`src/sv/clcd_pkg.sv`:
```
`timescale 1ns / 1ps

package clcd_pkg;

	// Screen geometry.
	localparam int ROWS       = 2;
	localparam int COLUMNS    = 16;
	localparam int ROW_STRIDE = 40;

	localparam int ROW_W  = 1;
	localparam int COL_W  = 5;
	localparam int ADDR_W = 7;
	localparam int CNT_W  = 6;

	// Job queue between the front and the back.
	localparam int QUEUE_DEPTH = 2;
	localparam int QPTR_W      = $clog2(QUEUE_DEPTH);
	localparam int QCNT_W      = $clog2(QUEUE_DEPTH + 1);

	// Controller command bytes.
	localparam logic [7:0] CMD_CLEAR        = 8'h01;
	localparam logic [7:0] CMD_ENTRY_MODE   = 8'h06;
	localparam logic [7:0] CMD_DISP_CTRL    = 8'h08;
	localparam logic [7:0] CMD_DISP_ALL_ON  = 8'h0F;
	localparam logic [7:0] CMD_SHIFT        = 8'h10;
	localparam logic [7:0] CMD_FUNC_SET     = 8'h28;
	localparam logic [7:0] SHIFT_RIGHT_BIT  = 8'h04;
	localparam logic [7:0] DISP_ON_BITS     = 8'h07;
	localparam logic [7:0] DISP_BIT         = 8'h04;
	localparam logic [7:0] CURSOR_BITS      = 8'h03;
	localparam logic [7:0] NIB_WAKE         = 8'h03;
	localparam logic [7:0] NIB_FOUR_BIT     = 8'h02;

	localparam logic [CNT_W-1:0] INIT_LEN     = 6'd9;
	localparam logic [CNT_W-1:0] INIT_NIB_LEN = 6'd4;

	typedef enum logic [2:0] {
		FUNC_INIT    = 3'd0,
		FUNC_WR_CHAR = 3'd1,
		FUNC_SET_CUR = 3'd2,
		FUNC_CLEAR   = 3'd3,
		FUNC_DISPLAY = 3'd4,
		FUNC_CURSOR  = 3'd5
	} func_t;

	typedef enum logic {
		JOB_RUN  = 1'b0,
		JOB_INIT = 1'b1
	} job_kind_t;

	// One queued job: an optional leading write followed by a run of shifts,
	// or the fixed power-up sequence.
	typedef struct packed {
		job_kind_t         kind;
		logic              head_valid;
		logic              head_rs;
		logic [7:0]        head_value;
		logic              run_right;
		logic [CNT_W-1:0]  count;
		logic              disp;
	} job_t;

	typedef struct packed {
		logic full;
		logic empty;
	} q_status_t;

	typedef struct packed {
		logic       nibble;
		logic [7:0] value;
	} init_word_t;

	function automatic init_word_t init_word(input logic [3:0] idx);
		init_word_t w;
		unique case (idx)
			4'd0:    w = '{nibble: 1'b1, value: NIB_WAKE};
			4'd1:    w = '{nibble: 1'b1, value: NIB_WAKE};
			4'd2:    w = '{nibble: 1'b1, value: NIB_WAKE};
			4'd3:    w = '{nibble: 1'b1, value: NIB_FOUR_BIT};
			4'd4:    w = '{nibble: 1'b0, value: CMD_FUNC_SET};
			4'd5:    w = '{nibble: 1'b0, value: CMD_DISP_CTRL};
			4'd6:    w = '{nibble: 1'b0, value: CMD_CLEAR};
			4'd7:    w = '{nibble: 1'b0, value: CMD_ENTRY_MODE};
			4'd8:    w = '{nibble: 1'b0, value: CMD_DISP_ALL_ON};
			default: w = '{nibble: 1'b0, value: 8'h00};
		endcase
		return w;
	endfunction

	function automatic logic [ADDR_W-1:0] addr_of(input logic [ROW_W-1:0] row,
			input logic [COL_W-1:0] col);
		return (row[0] ? ADDR_W'(ROW_STRIDE) : ADDR_W'(0)) + ADDR_W'(col);
	endfunction

endpackage

```
`src/sv/clcd_front.sv`:
```
`timescale 1ns / 1ps

module clcd_front (
	input  logic                 clk,
	input  logic                 arst_n,
	input  logic                 acc,
	input  logic [2:0]           func,
	input  logic [7:0]           char_code,
	input  logic signed [7:0]    target_row,
	input  logic signed [7:0]    target_column,
	input  logic                 flag,
	output logic                 push,
	output clcd_pkg::job_t       push_job
);
	import clcd_pkg::*;

	logic [ROW_W-1:0]  row_q, row_d;
	logic [COL_W-1:0]  col_q, col_d;
	logic              disp_q, disp_d;

	logic [COL_W-1:0]  col_inc;
	logic              wrap;
	logic [ROW_W-1:0]  next_row;
	logic [ROW_W-1:0]  set_row;
	logic [COL_W-1:0]  set_col;
	logic [ROW_W-1:0]  dst_row;
	logic [COL_W-1:0]  dst_col;
	logic [COL_W-1:0]  src_col;
	logic [ADDR_W-1:0] src_addr;
	logic [ADDR_W-1:0] dst_addr;
	logic signed [7:0] diff;
	logic [7:0]        mag;
	logic [CNT_W-1:0]  run_len;
	logic              run_right;
	job_t              job;
	logic              has_job;

	assign col_inc  = col_q + COL_W'(1);
	assign wrap     = col_inc >= COL_W'(COLUMNS);
	assign next_row = (row_q == ROW_W'(ROWS - 1)) ? ROW_W'(0) : ROW_W'(1);

	assign set_row = target_row[7] ? ROW_W'(0) :
		(target_row[6:0] >= 7'(ROWS)) ? ROW_W'(ROWS - 1) : target_row[ROW_W-1:0];
	assign set_col = target_column[7] ? COL_W'(0) :
		(target_column[6:0] >= 7'(COLUMNS)) ? COL_W'(COLUMNS - 1) :
		target_column[COL_W-1:0];

	// A wrapping character moves from the column just past the end.
	assign src_col = (func == FUNC_WR_CHAR) ? col_inc : col_q;
	assign dst_row = (func == FUNC_WR_CHAR) ? next_row : set_row;
	assign dst_col = (func == FUNC_WR_CHAR) ? COL_W'(0) : set_col;

	assign src_addr  = addr_of(row_q, src_col);
	assign dst_addr  = addr_of(dst_row, dst_col);
	assign diff      = $signed({1'b0, dst_addr}) - $signed({1'b0, src_addr});
	assign mag       = diff[7] ? 8'(-diff) : 8'(diff);
	assign run_len   = mag[CNT_W-1:0];
	assign run_right = !diff[7] && (diff != 8'sd0);

	always_comb begin
		row_d   = row_q;
		col_d   = col_q;
		disp_d  = disp_q;
		has_job = 1'b1;
		job     = '{kind: JOB_RUN, head_valid: 1'b1, head_rs: 1'b0,
			head_value: CMD_CLEAR, run_right: run_right, count: CNT_W'(1),
			disp: disp_q};
		unique case (func)
			FUNC_INIT: begin
				job.kind = JOB_INIT;
				job.count = INIT_LEN;
				row_d = '0;
				col_d = '0;
			end
			FUNC_WR_CHAR: begin
				job.head_rs = 1'b1;
				job.head_value = char_code;
				if (wrap) begin
					job.count = run_len + CNT_W'(1);
					row_d = next_row;
					col_d = '0;
				end else begin
					col_d = col_inc;
				end
			end
			FUNC_SET_CUR: begin
				job.head_valid = 1'b0;
				job.count = run_len;
				has_job = (run_len != '0);
				row_d = set_row;
				col_d = set_col;
			end
			FUNC_CLEAR: begin
				row_d = '0;
				col_d = '0;
			end
			FUNC_DISPLAY: begin
				disp_d = flag;
				job.disp = flag;
				job.head_value = CMD_DISP_CTRL | (flag ? DISP_ON_BITS : 8'h00);
			end
			FUNC_CURSOR: begin
				job.head_value = CMD_DISP_CTRL | (disp_q ? DISP_BIT : 8'h00) |
					(flag ? CURSOR_BITS : 8'h00);
			end
			default: begin
				has_job = 1'b0;
			end
		endcase
	end

	assign push     = acc && has_job;
	assign push_job = job;

	always_ff @(posedge clk or negedge arst_n) begin
		if (!arst_n) begin
			row_q  <= '0;
			col_q  <= '0;
			disp_q <= 1'b0;
		end else if (acc) begin
			row_q  <= row_d;
			col_q  <= col_d;
			disp_q <= disp_d;
		end
	end

endmodule

```
`src/sv/clcd_queue.sv`:
```
`timescale 1ns / 1ps

module clcd_queue (
	input  logic                 clk,
	input  logic                 arst_n,
	input  logic                 push,
	input  clcd_pkg::job_t       push_job,
	input  logic                 pop,
	output clcd_pkg::job_t       pop_job,
	output clcd_pkg::q_status_t  status
);
	import clcd_pkg::*;

	job_t              entry_q [QUEUE_DEPTH];
	logic [QPTR_W-1:0] wr_ptr_q;
	logic [QPTR_W-1:0] rd_ptr_q;
	logic [QCNT_W-1:0] count_q;
	logic              do_push;
	logic              do_pop;

	assign status.full  = (count_q == QCNT_W'(QUEUE_DEPTH));
	assign status.empty = (count_q == '0);
	assign do_push      = push && !status.full;
	assign do_pop       = pop && !status.empty;
	assign pop_job      = entry_q[rd_ptr_q];

	always_ff @(posedge clk) begin
		if (do_push) begin
			entry_q[wr_ptr_q] <= push_job;
		end
	end

	always_ff @(posedge clk or negedge arst_n) begin
		if (!arst_n) begin
			wr_ptr_q <= '0;
			rd_ptr_q <= '0;
			count_q  <= '0;
		end else begin
			if (do_push) begin
				wr_ptr_q <= (wr_ptr_q == QPTR_W'(QUEUE_DEPTH - 1)) ? '0 :
					wr_ptr_q + QPTR_W'(1);
			end
			if (do_pop) begin
				rd_ptr_q <= (rd_ptr_q == QPTR_W'(QUEUE_DEPTH - 1)) ? '0 :
					rd_ptr_q + QPTR_W'(1);
			end
			if (do_push && !do_pop) begin
				count_q <= count_q + QCNT_W'(1);
			end else if (do_pop && !do_push) begin
				count_q <= count_q - QCNT_W'(1);
			end
		end
	end

endmodule

```
`src/sv/clcd_back.sv`:
```
`timescale 1ns / 1ps

module clcd_back (
	input  logic                 clk,
	input  logic                 arst_n,
	input  clcd_pkg::job_t       pop_job,
	input  clcd_pkg::q_status_t  q_status,
	output logic                 pop,
	output logic                 wr_valid,
	input  logic                 wr_stall,
	output logic                 rs,
	output logic [7:0]           value,
	output logic                 nibble_only,
	output logic                 display_on,
	output logic                 last
);
	import clcd_pkg::*;

	typedef enum logic [1:0] {
		BK_IDLE = 2'b01,
		BK_BUSY = 2'b10
	} bk_state_t;

	bk_state_t        state_q;
	job_t             job_q;
	logic [CNT_W-1:0] step_q;
	logic             valid_q;
	logic             rs_q;
	logic [7:0]       value_q;
	logic             nib_q;
	logic             disp_q;
	logic             last_q;

	logic             advance;
	logic             step_last;
	logic             step_rs;
	logic [7:0]       step_value;
	logic             step_nib;
	init_word_t       iw;

	assign advance   = !valid_q || !wr_stall;
	assign pop       = (state_q == BK_IDLE) && !q_status.empty;
	assign step_last = (step_q == job_q.count - CNT_W'(1));
	assign iw        = init_word(step_q[3:0]);

	always_comb begin
		step_rs    = 1'b0;
		step_nib   = 1'b0;
		step_value = CMD_SHIFT | (job_q.run_right ? SHIFT_RIGHT_BIT : 8'h00);
		if (job_q.kind == JOB_INIT) begin
			step_value = iw.value;
			step_nib   = iw.nibble;
		end else if (job_q.head_valid && (step_q == '0)) begin
			step_rs    = job_q.head_rs;
			step_value = job_q.head_value;
		end
	end

	always_ff @(posedge clk) begin
		if (pop) begin
			job_q <= pop_job;
		end
		if ((state_q == BK_BUSY) && advance) begin
			rs_q    <= step_rs;
			value_q <= step_value;
			nib_q   <= step_nib;
			disp_q  <= job_q.disp;
			last_q  <= step_last;
		end
	end

	always_ff @(posedge clk or negedge arst_n) begin
		if (!arst_n) begin
			state_q <= BK_IDLE;
			step_q  <= '0;
			valid_q <= 1'b0;
		end else begin
			unique case (state_q)
				BK_IDLE: begin
					if (advance) begin
						valid_q <= 1'b0;
					end
					if (pop) begin
						state_q <= BK_BUSY;
						step_q  <= '0;
					end
				end
				BK_BUSY: begin
					if (advance) begin
						valid_q <= 1'b1;
						step_q  <= step_q + CNT_W'(1);
						if (step_last) begin
							state_q <= BK_IDLE;
						end
					end
				end
				default: begin
					state_q <= BK_IDLE;
				end
			endcase
		end
	end

	assign wr_valid    = valid_q;
	assign rs          = rs_q;
	assign value       = value_q;
	assign nibble_only = nib_q;
	assign display_on  = disp_q;
	assign last        = last_q;

endmodule

```
`src/sv/char_lcd_command_sequencer.sv`:
```
// Character LCD command sequencer: commands in, controller writes out.
// A command's first write passes the job queue, then the back end's job
// register and output registers. Throughput: one write per cycle from the
// back end when not stalled, one job at a time; two commands can wait queued.
// Reset (arst_n low, asynchronous): cursor at row 0, column 0, display off,
// queue empty, no write pending.
`timescale 1ns / 1ps

module char_lcd_command_sequencer (
	input  logic              clk,
	input  logic              arst_n,
	input  logic              cmd_valid,
	output logic              cmd_stall,
	input  logic [2:0]        func,
	input  logic [7:0]        char_code,
	input  logic signed [7:0] target_row,
	input  logic signed [7:0] target_column,
	input  logic              flag,
	output logic              wr_valid,
	input  logic              wr_stall,
	output logic              rs,
	output logic [7:0]        value,
	output logic              nibble_only,
	output logic              display_on,
	output logic              last
);
	import clcd_pkg::*;

	logic      acc;
	logic      q_push;
	logic      q_pop;
	job_t      push_job;
	job_t      pop_job;
	q_status_t q_status;

	assign cmd_stall = q_status.full;
	assign acc       = cmd_valid && !q_status.full;

	clcd_front u_front (
		.clk           (clk),
		.arst_n        (arst_n),
		.acc           (acc),
		.func          (func),
		.char_code     (char_code),
		.target_row    (target_row),
		.target_column (target_column),
		.flag          (flag),
		.push          (q_push),
		.push_job      (push_job)
	);

	clcd_queue u_queue (
		.clk      (clk),
		.arst_n   (arst_n),
		.push     (q_push),
		.push_job (push_job),
		.pop      (q_pop),
		.pop_job  (pop_job),
		.status   (q_status)
	);

	clcd_back u_back (
		.clk         (clk),
		.arst_n      (arst_n),
		.pop_job     (pop_job),
		.q_status    (q_status),
		.pop         (q_pop),
		.wr_valid    (wr_valid),
		.wr_stall    (wr_stall),
		.rs          (rs),
		.value       (value),
		.nibble_only (nibble_only),
		.display_on  (display_on),
		.last        (last)
	);

`ifndef SYNTHESIS
	a_no_push_when_full: assert property (@(posedge clk) disable iff (!arst_n)
		q_push |-> !q_status.full)
		else $error("job pushed into a full queue");

	a_pop_needs_job: assert property (@(posedge clk) disable iff (!arst_n)
		q_pop |-> !q_status.empty)
		else $error("job popped from an empty queue");

	a_nibble_is_command: assert property (@(posedge clk) disable iff (!arst_n)
		(wr_valid && nibble_only) |-> (!rs && (value[7:4] == 4'h0)))
		else $error("nibble transfer with data select or upper bits set");
`endif

endmodule

```
`config.mk`:
```
export PLATFORM = sky130hd
export DESIGN_NAME = char_lcd_command_sequencer
export DESIGN_NICKNAME = d
export VERILOG_FILES = /design/src/sv/clcd_pkg.sv /design/src/sv/clcd_front.sv /design/src/sv/clcd_queue.sv /design/src/sv/clcd_back.sv /design/src/sv/char_lcd_command_sequencer.sv
export SDC_FILE = /design/constraint.sdc
export NUM_CORES = 1
export LEC_CHECK = 0
export BUFFER_PORTS_ARGS = -buffer_cell sky130_fd_sc_hd__buf_2
export CAP_MARGIN = 30
export CORE_ASPECT_RATIO = 2
export CORE_UTILIZATION = 40
export DETAILED_ROUTE_END_ITERATION = 10
export RECOVER_POWER = 50
export SLEW_MARGIN = 20
export SYNTH_ARGS = -nofsm -noshare
export SYNTH_HDL_FRONTEND = slang
export SYNTH_SLANG_ARGS = --single-unit
```
`constraint.sdc`:
```
create_clock -name clk -period 5.4 [get_ports clk]
set_input_delay 0.54 -clock clk [delete_from_list [all_inputs] [get_ports clk]]
set_output_delay 0.54 -clock clk [all_outputs]
set_load 0.005 [all_outputs]
```
Word level (Yosys, flattened, before mapping)
Memories as Yosys holds them, arrays and structs flattened. A register that Yosys moved wholly into a read port is not among the register bits. Cells that the tools add are included. W data, S select, Z words.

$add $sub $neg: 12. Magnitude comparators: 3. Eq/ne operators: 14. Muxes and demuxes: 45. Bitwise operators: 2. Reduce and logical (&&, ||, !) cells: 34.

Operators by type and width (count): $mux W6 (6); $mux W5 (5); $pmux W8 S3 (1); $pmux W6 S3 (1); $mux W8 (2); $mux W1 (15); $pmux W5 S3 (1); $add A7 B5 Y7 (2); $add A6 B1 Y6 const B (2); $mux W2 (6); $pmux W6 S2 (1); $reduce_and A3 Y1 (4); $logic_and A1 B1 Y1 (10); $mux W3 (3); $ne A2 B1 Y1 const B (4); $or A8 B8 Y8 (1); $reduce_bool A8 Y1 (1); $sub A7 B7 Y8 (1); $ge A7 B2 Y1 const B (1); $ge A7 B5 Y1 const B (1); $logic_not A1 Y1 (7); $eq A3 B2 Y1 const B (2); $eq A3 B3 Y1 const B (2); $eq A6 B6 Y1 (1); other kinds (25) (30).

Register bits after elaboration: 32. Bits in writable memories: 38. ROM bits: 96. Bits of input ports: 32. Output and inout port bits: 14. Logic and storage cells: 126. Memories: 2.

Memory list: (no name shown) (words 16, width 6, rd ports 1, clocked after memory_dff 0, write ports 0, RTL line clcd_pkg.sv:75) `unique case (idx)`; u_queue.entry_q (words 2, width 19, rd ports 1, clocked after memory_dff 1, write ports 1, RTL line clcd_queue.sv:14) `job_t entry_q [QUEUE_DEPTH];`.

Depth between registers and ports, before layout
Gate-level depths: netlist of the first run.

Word-level depth: 17. Gate-level depth with buffers: 24. Gate-level depth less buffers: 21.

Cells and area by module
A second synthesis of the first run with hierarchy kept.

Cell total of the unflattened synthesis: 418. Area, all modules: 4860.9 um^2.

Modules (own cells, without submodules): clcd_back (times used 1, cells an instance 125, area each 1711.6 um^2); clcd_front (times used 1, cells an instance 214, area each 1569.0 um^2); clcd_queue (times used 1, cells an instance 78, area each 1566.5 um^2); char_lcd_command_sequencer (times used 1, cells an instance 1, area each 13.8 um^2).

Worst setup path after synthesis of the first run
No wires, ideal clock.

Path kind: input to register. Start: in func[0]. End: mem u_queue.entry_q[0][0] in the netlist's numbering (enable). Library setup time: 397 ps. Arrival time: 4513 ps. Slack: 490 ps. Stages: 19. Path buffers: 3. Cell sequence: nor2b_1 > nand2b_1 > clkbuf_1 > inv_1 > clkbuf_1 > nor3_1 > ha_1 > ha_1 > ha_1 > a21oi_1 > o21ai_0 > nor2_1 > buf_2 > o21ai_0 > inv_1 > ha_1 > nand2_1 > o31a_2 > nor2b_1.

Longest elaborated chain between the ends: 13. Elaborated cells between the ends (all ways): 22. Those cells by class: 4 x add/sub; 5 x eq/ne; 8 x mux; 5 x reduce/logical.

Ends and longest elaborated chain: start: declaration (RTL line char_lcd_command_sequencer.sv:14) `input logic [2:0] func,`; $eq A3 B1 Y1; $mux W1 (RTL line clcd_front.sv:50) `assign dst_row = (func == FUNC_WR_CHAR) ? next_row : set_row;`; $mux W6 (RTL line clcd_pkg.sv:92) `return (row[0] ? ADDR_W'(ROW_STRIDE) : ADDR_W'(0)) + ADDR_W'(col);`; $add A7 B5 Y7 (RTL line clcd_pkg.sv:92); $sub A7 B7 Y8 (RTL line clcd_front.sv:55) `assign diff = $signed({1'b0, dst_addr}) - $signed({1'b0, src_addr});`; $neg A6 Y6 (RTL line clcd_front.sv:56) `assign mag = diff[7] ? 8'(-diff) : 8'(diff);`; $mux W6 (RTL line clcd_front.sv:56); $reduce_bool A6 Y1 (RTL line clcd_front.sv:89) `has_job = (run_len != '0);`; $pmux W1 S2 * (RTL line clcd_front.sv:68) `unique case (func)`; $logic_and A1 B1 Y1 * (RTL line clcd_front.sv:112) `assign push = acc && has_job;`; $logic_and A1 B1 Y1 * (RTL line clcd_queue.sv:23) `assign do_push = push && !status.full;`; named net u_queue.do_push (RTL line clcd_queue.sv:18) `logic do_push;`; $mux W1 * (RTL line clcd_queue.sv:28) `if (do_push) begin`; $mux W1 (implied by the code) * (RTL line clcd_queue.sv:29) `entry_q[wr_ptr_q] <= push_job;`; end: declaration (RTL line clcd_queue.sv:14).

The timed path passes the listed nets; every way through them passes the cells marked *.

Final worst setup path of the first run
Start: in func[2]. End: reg u_queue.count_q[1].

Longest elaborated chain between the ends: 14. Elaborated cells between the ends (all ways): 25. Those cells by class: 4 x add/sub; 5 x eq/ne; 7 x mux; 9 x reduce/logical.

Ends and longest elaborated chain: $eq A3 B1 Y1; $mux W1 (RTL line clcd_front.sv:50); $mux W6 (RTL line clcd_pkg.sv:92); $add A7 B5 Y7 (RTL line clcd_pkg.sv:92); $sub A7 B7 Y8 (RTL line clcd_front.sv:55); $neg A6 Y6 (RTL line clcd_front.sv:56); $mux W6 (RTL line clcd_front.sv:56); $reduce_bool A6 Y1 (RTL line clcd_front.sv:89); $pmux W1 S2 * (RTL line clcd_front.sv:68); $logic_and A1 B1 Y1 * (RTL line clcd_front.sv:112); $logic_and A1 B1 Y1 * (RTL line clcd_queue.sv:23); named net u_queue.do_push (RTL line clcd_queue.sv:18); $logic_not A1 Y1 (RTL line clcd_queue.sv:49) `end else if (do_pop && !do_push) begin`; $logic_and A1 B1 Y1 (RTL line clcd_queue.sv:49); $reduce_bool A2 Y1 (no source line); end signal: assignment (RTL line clcd_queue.sv:48) `count_q <= count_q + QCNT_W'(1);`; end signal: assignment (RTL line clcd_queue.sv:50) `count_q <= count_q - QCNT_W'(1);`; end: declaration (RTL line clcd_queue.sv:17) `logic [QCNT_W-1:0] count_q;`.

Marked as above. A chain may end at the register's enable or synchronous reset.

==> summary.md, run 1 <==
| Metric | Value |
|---|---|
| Nets | `532` |
| Top post-synthesis cells by area | `edfxtp_1, dfrtp_1, ha_1` |
| #FFs+latches synth | `89` |
| DR pass1 iterations | `4` |
| Synthesized area per cell | `11.3 sq um` |
| Root Buffer | `clkbuf_16` |
| Via-to-Cell Ratio | `5.30` |
| Grt total ovfl | `0` |
| Async S/R FF share, synth | `22.5%` |
| CP Launch Type | `input port` |
| Global-route wire length before repair | `16100 um` |
| H-tree depth | `3` |
| P_int | `0.00206 W` |
| Fmax | `206 MHz` |
| Final worst-path setup slack | `0.547 ns` |
| Switching share of power | `38.7%` |
| Post-DP HPWL | `7920 um` |
| Worst-Skew Late Latency | `0.34 ns` |
| PwrDens | `605 nW/um^2` |
| Fin. Hold Viols | `0` |
| Clock buffer depth | `2` |
| Synthesis Warnings | `0` |
| Die Span X | `79.8 um` |
| Main flop type after synthesis | `edfxtp_1` |
| Comb pwr share | `45.6%` |
| Vias in the first global route | `3334` |
| Leak pwr | `2.15 nW` |
| Setup TNS | `0 ns` |
| Sequential share of the synthesized area | `53.2%` |
| Syn Inst Count | `427` |
| Pins Over Slew Limit | `0` |
| Largest net degree at the start of global routing | `21` |
| Slew headroom | `23.4%` |
| Final Setup Violations | `0` |
| Max-cap viol count | `0` |
| Count of input and output buffers | `45` |
| Clock slew at reported path FFs | `0.06 ns` |
| Worst Path Arrival | `5.11 ns` |
| Hold Crit Class | `in2async` |
| Total track usage | `17.4%` |
| Share of layout cells above drive strength 1 | `19.8%` |
| Core region area | `11800 sq um` |
| Net Switching | `0.00130 W` |
| Status | `complete, no violations` |
| Die Y | `158 um` |
| Cell with the most instances after synthesis | `edfxtp_1` |
| EDFF count, synth | `69` |
| Most frequent cells after synthesis | `edfxtp_1, nor2_1, nand2_1` |
| Count of unique library cells instantiated by Yosys | `60` |
| CTS Hold Bufs | `0` |
| Worst Tran Pin Value | `1.15 ns` |
| Clock period minus worst slack | `4.85 ns` |
| Clock sink count | `89` |
| Final Wtd Congestion | `0.857` |
| RSZ-0062 raised after global routing | `no` |
| Clock power share | `19.3%` |
| Total CTS buffers | `9` |
| Drt initial violations | `137` |
| Final Instance Area | `5550 sq um` |
| Clock skew | `0.00736 ns` |
| Antenna violations before repair | `0` |
| Post-CTS Setup Bufs | `0` |
| Endpoint class of the critical path | `flop` |
| Period utilization | `89.9%` |
| Post-synth top area share | `42.8%` |
| Die ar. | `12600 sq um` |
| TritonCTS clock tree | `yes` |
| Post-CTS Resized | `0` |
| Post-Route WL | `9930 um` |
| Ant. Diodes | `0` |
| Routed wire per std cell | `15.9 um` |
| Antenna viol nets, final | `0` |
| Register share of total power | `35.1%` |
| WP data required | `5.66 ns` |
| Mapped Area | `4840 sq um` |
| DP Area | `5240 sq um` |
| Crit Path Max Fanout | `14` |
| Worst R2R Path Depth | `20` |
| Vias | `3317` |
| Area growth syn-to-layout | `14.6%` |
| Yosys top cell by area | `edfxtp_1` |
| Maximum vdd ir drop | `0.000361 V` |
| Initial core utilization | `41.1%` |
| Top Ports | `46` |
| Pre-CTS WS | `0.446 ns` |
| Critical path type | `in2reg` |
| Rows | `56` |
| # DRC | `0` |
-- final cells by class --
cell class / count / area (sq um)
sequential: 89 / 2570
fill: 1129 / 6220
clock buffer: 11 / 264
inverter: 23 / 86.3
multi-input combinational: 304 / 2140
clock inverter: 5 / 61.3
timing repair buffer: 49 / 243
tap: 145 / 181
-- critical path, cell delays in order --
cell	delay [ns]
clkbuf_1	0.39
nand2b_1	0.32
inv_1	0.17
clkbuf_1	0.25
o21a_1	0.24
ha_1	0.28
inv_1	0.04
ha_1	0.35
a21oi_1	0.17
o21ai_0	0.20
nor2_1	0.58
o21ai_0	0.24
inv_1	0.13
ha_1	0.16
nand2_1	0.05
o31a_2	0.37
ha_1	0.20
xor2_1	0.14
nor2_1	0.14
xnor2_1	0.13
-- worst paths after layout --
path	from	endpoint	slack, ns
worst min register to register	u_back.job_q[0]	u_back.display_on	0.44
worst max-delay path	func[2]	u_queue.count_q[1]	0.55
worst max register to register	u_front.col_q[0]	u_queue.count_q[1]	0.65
min in group clk	u_back.job_q[0]	u_back.display_on	0.44
worst min-delay path	arst_n	u_queue.wr_ptr_q	0.41
max in group asynchronous	arst_n	u_front.row_q	4.30
-- routing by layer --
metal / vias to the layer above / GRT usage [%] / wire, um / part of all wire [%]
met3: 24 / 2.94 / 265 / 2.7
met4: 0 / 10.1 / 429 / 4.3
met5: - / 0 / 0 / 0
met2: 80 / 35.3 / 6030 / 61
li1: 1656 / - / - / -
met1: 1557 / 15.2 / 3200 / 32
-- power by group through the flow --
| stage | Combinational [W] | Sequential [W] | Clock, W |
|---|---|---|---|
| global route | 0.00169 | 0.00121 | 0.000696 |
| finish | 0.00153 | 0.00118 | 0.000649 |
| floorplan | 0.00121 | 0.00112 | 0 |
| global placement | 0.00150 | 0.00119 | 0 |
| detailed placement | 0.00153 | 0.00119 | 0 |
| CTS | 0.00154 | 0.00118 | 0.000669 |
-- through the flow --
| stage | instances | utilization, % | hold WS, ns | power, W |
|---|---|---|---|---|
| after floorplan | 428 | - | 0.244 | 0.00233 |
| after global placement | 610 | 44.5 | 0.436 | 0.00269 |
| after detailed placement | 610 | 44.5 | 0.425 | 0.00273 |
| after CTS | 626 | 47.2 | 0.164 | 0.00339 |
| after global routing | 626 | 47.1 | 0.448 | 0.00359 |
| final | 626 | 47.1 | 0.408 | 0.00336 |
-- cells by family after synthesis --
| group | count (synthesis) | share of synthesized area (%) |
|---|---|---|
| and+or+nand+nor | 131 | 13.9 |
| adders and majority gates | 24 | 6.36 |
| xor gates and xnor gates | 29 | 5.40 |
| DFF | 89 | 53.2 |
| other | 1 | 0.0775 |
| AOI/OAI and AO/OA | 92 | 12.4 |
| muxes | 26 | 5.97 |
| buffers and inverters | 35 | 2.74 |
-- state kept, by name, summed over array words and instances, names as in the netlist, 2 cells and up --
name,cells
u_queue.entry_q,38
u_back.step_q,6
u_back.job_q,19
u_back.state_q,2
u_front.col_q,5
u_queue.count_q,2
u_back.value,8
-- cells in the final DEF (no fill, tap or decap), drive strengths merged, types with 15 or more instances in the layout --
cell / n
nor3: 15
ha: 23
dfrtp: 19
edfxtp: 69
mux2: 23
clkbuf: 18
inv: 23
nand2: 31
a21oi: 24
nor2: 32
buf: 42
xnor2: 17
o21ai: 25
No activity file was read; power rests on OpenSTA's default activity.
==> inputs of run 2 (changes only) <==
CORE_UTILIZATION = 45   (was 40)
SKIP_CTS_REPAIR_TIMING = 1   (was unset)
==> run 2 against run 1 <==
Net effect:
- clock skew is 0.0042 ns higher
- cell count is 0.96% lower
- count of clock-buffer cells in the layout is 1 lower
- sequential power hardly changed
- total power is 1.3% lower
- die area is 11% lower
- sequential cell count stayed put
- critical path type is now reg2reg
- largest cell class unchanged
- largest power group unchanged
==> summary.md, run 2 (synthesis results as in run 1) <==
| Metric | Value |
|---|---|
| Worst-Skew Late Latency | `0.34 ns (about the same)` |
| Setup TNS | `0 ns (unchanged)` |
| WP data required | `5.36 ns (-0.30 ns)` |
| Worst Tran Pin Value | `1.24 ns (+0.0880 ns)` |
| Root Buffer | `clkbuf_16` |
| Final worst-path setup slack | `0.618 ns (+0.0708 ns)` |
| RSZ-0062 raised after global routing | `no` |
| Clock slew at reported path FFs | `0.07 ns (about the same)` |
| Largest net degree at the start of global routing | `21 (unchanged)` |
| Vias in the first global route | `3448 (+3.4%)` |
| Clock buffer depth | `2 (unchanged)` |
| Grt total ovfl | `0 (unchanged)` |
| Fin. Hold Viols | `0 (unchanged)` |
| Final Setup Violations | `0 (unchanged)` |
| Most common cell after layout, fill and taps aside | `edfxtp_1` |
| Worst Path Arrival | `4.74 ns (-0.37 ns)` |
| Worst R2R Path Depth | `17 (-15%)` |
| Ant. Diodes | `0 (unchanged)` |
| Count of input and output buffers | `45 (unchanged)` |
| Max reg flops | `38 (unchanged)` |
| Status | `complete, no violations` |
| Met3 Use GR | `3.18% (+0.24 points)` |
| Routed wire per std cell | `16.4 um (+3.1%)` |
| Clock sink count | `89 (unchanged)` |
| Vias | `3376 (+1.8%)` |
| Pins Over Slew Limit | `0 (unchanged)` |
| Max-cap viol count | `0 (unchanged)` |
| Share of layout cells above drive strength 1 | `17.8% (-1.9 points)` |
| Die ar. | `11200 sq um (-11%)` |
| CP Launch Type | `flop` |
| M1 GR Usage | `18.5% (+3.3 points)` |
| Core region area | `10500 sq um (-11%)` |
| Fmax | `209 MHz (+1.5%)` |
| H-tree depth | `3 (unchanged)` |
| Number of fill cells | `1000 (-11%)` |
| Total track usage | `20.1% (+2.7 points)` |
| M2 GR Usage | `38.0% (+2.7 points)` |
| Die Span X | `75.3 um (-5.6%)` |
| Antenna violations before repair | `0 (unchanged)` |
| Most frequent cells in the layout | `edfxtp_1, nor2_1, nand2_1, buf_2, o21ai_0` |
| Maximum vdd ir drop | `0.000386 V (+7.1%)` |
| Global-route wire length before repair | `16300 um (+1.2%)` |
| Nets | `534 (+0.38%)` |
| TritonCTS clock tree | `yes` |
| Antenna viol nets, final | `0 (unchanged)` |
| Via-to-Cell Ratio | `5.45 (+2.8%)` |
| Top Ports | `46 (unchanged)` |
| Final Wtd Congestion | `0.900 (+5.0%)` |
| Rows | `53 (-5.4%)` |
| Area growth syn-to-layout | `13.8%` |
| DR pass1 iterations | `4 (unchanged)` |
| Pre-CTS WS | `0.472 ns (+0.0255 ns)` |
| # DRC | `0 (unchanged)` |
| Clock period minus worst slack | `4.78 ns (-0.0708 ns)` |
| Most flops, register | `u_queue.entry_q` |
| Die Y | `149 um (-5.6%)` |
| Drt initial violations | `163 (+19%)` |
| Hold Crit Class | `in2async` |
| Total CTS buffers | `9 (unchanged)` |
| Clock skew | `0.0116 ns (+0.00421 ns)` |
| Initial core utilization | `46.2% (+5.1 points)` |
| Post-DP HPWL | `8190 um (+3.5%)` |
| Leak pwr | `2.10 nW (-2.1%)` |
| Post-Route WL | `10100 um (+2.1%)` |
| Grt peak-use layer | `met2` |
| PwrDens | `602 nW/um^2 (-0.54%)` |
| Critical path type | `reg2reg` |
| Slew headroom | `17.5% (-5.9 points)` |
| Crit Path Max Fanout | `19 (+5)` |
| Endpoint class of the critical path | `flop` |
| Period utilization | `88.6% (-1.3 points)` |
-- run 2: cell count changes in the layout (fill, tap and decap cells not counted), sizes merged --
cell      delta
clkinvlp     +1
clkinv       -4
inv          +5
clkbuf       +9
bufinv       -1
buf          -8
-- run 2: through the flow --
stage	utilization, %	instances	instance area, sq um	total power (W)	hold slack (ns)
3_5_place_dp	50.0	604	5240	0.00275	0.434
5_1_grt	52.6	620	5510	0.00356	0.449
6_report	52.6	620	5510	0.00331	0.439
3_3_place_gp	49.9	603	5230	0.00273	0.410
2_1_floorplan	-	428	4840	0.00233	0.244
4_1_cts	52.8	620	5530	0.00335	0.189
-- run 2: final timing paths --
kind	from	end	slack [ns]
max in group asynchronous	arst_n	u_queue.count_q[0]	4.22
max	u_front.col_q[0]	u_queue.entry_q[1][7]	0.62
min in group clk	u_back.job_q[0]	u_back.display_on	0.45
min	arst_n	u_front.col_q[0]	0.44
min reg2reg	u_back.job_q[0]	u_back.display_on	0.45
max reg2reg	u_front.col_q[0]	u_queue.entry_q[1][7]	0.62
-- run 2: cell type report --
| class | count | area, sq um | share of cell area [%] |
|---|---|---|---|
| sequential | 89 | 2570 | 46.7 |
| multi-input combinational | 304 | 2140 | 38.8 |
| timing repair buffer | 51 | 244 | 4.43 |
| clock buffer | 10 | 239 | 4.34 |
| tap | 137 | 171 | 3.11 |
| inverter | 23 | 86.3 | 1.57 |
| clock inverter | 6 | 53.8 | 0.977 |
-- run 2: metal layers --
metal	routed length, um	up-vias
met3	247	23
met2	5890	76
met4	499	0
li1	-	1654
met1	3500	1623
met5	0	-
-- run 2: where the power goes --
part           internal [W]  switching (W)
sequential          0.00103       0.000154
combinational      0.000633       0.000897
clock              0.000334       0.000264
-- run 2: critical path: stages, from the launching register on --
cell and delay, ns:
dfrtp_1 0.46, ha_1 0.29, nand3_1 0.12, xor2_1 0.32
nand2_1 0.15, o21a_1 0.16, ha_1 0.21, xnor2_1 0.13
ha_1 0.34, nand2_1 0.08, o21ai_0 0.49, nor2_1 0.14
o21ai_0 0.27, inv_1 0.10, ha_1 0.20, nand2_1 0.06
o31a_2 0.18, and2_1 0.69
==> inputs of run 3 (changes only) <==
--- a/constraint.sdc
+++ b/constraint.sdc
@@ -3,2 +3,2 @@
 set_output_delay 0.54 -clock clk [all_outputs]
-set_load 0.005 [all_outputs]
+set_load 0.01 [all_outputs]
==> run 3 against run 2 <==
Net effect:
- sequential power is essentially flat
- fmax is the same
- sequential share of layout area is essentially flat
- global-route usage is the same
- first-iteration DRC count is the same
- largest power group unchanged
- non-clock buffer count is the same
- count of clock-buffer cells in the layout is the same
- combinational power is essentially flat
- clock power is essentially flat
- largest cell class unchanged
- via count is the same
==> summary.md, run 3 (synthesis results as in run 1) <==
| Metric | Value |
|---|---|
| Register Area | `2570 sq um (unchanged)` |
| PwrDens | `604 nW/um^2 (+0.34%)` |
| Vias in the first global route | `3448 (unchanged)` |
| Worst Tran Pin Value | `1.24 ns (unchanged)` |
| Total CTS buffers | `9 (unchanged)` |
| Clock sink count | `89 (unchanged)` |
| Clock buffer depth | `2 (unchanged)` |
| Worst R2R Path Depth | `17 (unchanged)` |
| H-tree depth | `3 (unchanged)` |
| Drt initial violations | `163 (unchanged)` |
| Top Ports | `46 (unchanged)` |
| Final Instance Area | `5500 sq um (about the same)` |
| Core region area | `10500 sq um (unchanged)` |
| Grt total ovfl | `0 (unchanged)` |
| Nets | `534 (unchanged)` |
| Share of layout cells above drive strength 1 | `17.4% (-0.41 points)` |
| Critical R2R Launch | `u_front.col_q[0]` |
| Setup TNS | `0 ns (unchanged)` |
| Levels on crit path | `17 (unchanged)` |
| Clock skew | `0.0116 ns (unchanged)` |
| Crit Path Max Fanout | `19 (unchanged)` |
| Most common cell after layout, fill and taps aside | `edfxtp_1` |
| DP Area | `5240 sq um (unchanged)` |
| Final Wtd Congestion | `0.900 (unchanged)` |
| Final core occ | `52.5% (about the same)` |
| Routed wire per std cell | `16.4 um (unchanged)` |
| Worst Path Arrival | `4.74 ns (about the same)` |
| Critical path's slowest cell | `and2_1` |
| Slew headroom | `17.5% (unchanged)` |
| Clock period minus worst slack | `4.78 ns (unchanged)` |
| Total track usage | `20.1% (unchanged)` |
| Period utilization | `88.6% (unchanged)` |
| Clock slew at reported path FFs | `0.07 ns (about the same)` |
| Worst reg2reg setup slack | `0.62 ns (about the same)` |
| Vias | `3376 (unchanged)` |
| CP startpoint | `u_front.col_q[0]` |
| CP Launch Type | `flop` |
| Filler-free cell count of the finished design | `620 (unchanged)` |
| Reg2reg end | `u_queue.entry_q[1][7]` |
| TritonCTS clock tree | `yes` |
| Endpoint class of the critical path | `flop` |
| Most frequent cells in the layout | `edfxtp_1, nor2_1, nand2_1` |
| Die Span X | `75.3 um (unchanged)` |
| Die ar. | `11200 sq um (unchanged)` |
| Number of fill cells | `1001 (+0.10%)` |
| Multi-input logic area | `2140 sq um (unchanged)` |
| Critical path's top delay family | `simple AND/OR/NAND/NOR gates` |
| Placed Cells | `604 (unchanged)` |
| Sum of buffers and inverters on the critical path | `1 (unchanged)` |
| Initial core utilization | `46.2% (unchanged)` |
| Final Setup Violations | `0 (unchanged)` |
| Worst-path cell chain | `ha_1, nand3_1, xor2_1, nand2_1, o21a_1, ha_1, xnor2_1, ha_1, nand2_1, o21ai_0, nor2_1, o21ai_0, inv_1, ha_1, nand2_1, o31a_2, and2_1` |
| Ant. Diodes | `0 (unchanged)` |
| Worst-Skew Late Latency | `0.34 ns (about the same)` |
| Pins Over Slew Limit | `0 (unchanged)` |
| Max-cap viol count | `0 (unchanged)` |
| # DRC | `0 (unchanged)` |
| Worst Setup EP | `u_queue.entry_q[1][7]` |
| Critical path type | `reg2reg` |
| Area growth syn-to-layout | `13.7% (about the same)` |
| Count of input and output buffers | `45 (unchanged)` |
| WP data required | `5.36 ns (about the same)` |
| Root Buffer | `clkbuf_16` |
| RSZ-0062 raised after global routing | `no` |
| Rows | `53 (unchanged)` |
| Post-DP HPWL | `8190 um (unchanged)` |
| Maximum vdd ir drop | `0.000386 V (about the same)` |
| Fmax | `209 MHz (unchanged)` |
| Max reg flops | `38 (unchanged)` |
| Largest net degree at the start of global routing | `21 (unchanged)` |
| Die Y | `149 um (unchanged)` |
| Post-Route WL | `10100 um (unchanged)` |
| Most flops, register | `u_queue.entry_q` |
| Fin. Hold Viols | `0 (unchanged)` |
| Status | `complete, no violations` |
| Crit-path max cell delay | `0.69 ns (about the same)` |
| Global-route wire length before repair | `16300 um (unchanged)` |
| DR pass1 iterations | `4 (unchanged)` |
| CP most frequent cell | `ha_1` |
| Via-to-Cell Ratio | `5.45 (unchanged)` |
| Leak pwr | `2.10 nW (-0.27%)` |
| Antenna viol nets, final | `0 (unchanged)` |
| Antenna violations before repair | `0 (unchanged)` |
| Hold Crit Class | `in2async` |
## run 3: changes by cell type in the layout (fill, tap and decap cells not counted)
cell,before,now
buf_2,30,28
clkbuf_1,17,19
## run 3: layout make-up
class                           instances  share of cell area, %
Tap cell                              137                   3.11
Timing Repair Buffer                   51                   4.39
Sequential cell                        89                   46.8
Inverter                               23                   1.57
Clock inverter                          6                  0.977
Multi-Input combinational cell        304                   38.8
Clock buffer                           10                   4.34
## run 3: report_power, final
part,switching [W],internal [W]
sequential,0.000155,0.00103
clock,0.000264,0.000334
combinational,0.000908,0.000632
total,0.00133,0.00200
## run 3: how the worst min path moves through the flow
stage	from	end	slack (ns)	cells after the start
after floorplan	arst_n	u_back.state_q[1]	0.24	0
after global placement	u_back.job_q[0]	u_back.display_on	0.41	0
after detailed placement	u_back.job_q[0]	u_back.display_on	0.43	0
after CTS	arst_n	u_front.col_q[2]	0.19	1
after global routing	u_back.job_q[0]	u_back.display_on	0.45	0
final	arst_n	u_front.col_q[0]	0.44	1
## run 3: metal layers
metal,track usage [%],vias to the layer above,wire [um]
li1,-,1654,-
met4,13.4,0,499
met3,3.18,23,247
met1,18.5,1623,3500
met2,38.0,76,5890
met5,0,-,0
## run 3: worst reg2reg max path, cell delays in order, from the launching register on
cell and delay (ns):
dfrtp_1 0.46, ha_1 0.29, nand3_1 0.12, xor2_1 0.32
nand2_1 0.15, o21a_1 0.16, ha_1 0.21, xnor2_1 0.13
ha_1 0.34, nand2_1 0.08, o21ai_0 0.49, nor2_1 0.14
o21ai_0 0.27, inv_1 0.10, ha_1 0.20, nand2_1 0.06
o31a_2 0.18, and2_1 0.69
## run 3: through the flow
stage	total power, W	worst slack (ns)	hold WS [ns]
2_1_floorplan	0.00234	0.490	0.244
3_3_place_gp	0.00275	0.598	0.410
3_5_place_dp	0.00276	0.472	0.434
4_1_cts	0.00337	0.620	0.189
5_1_grt	0.00357	0.158	0.449
6_report	0.00332	0.618	0.439
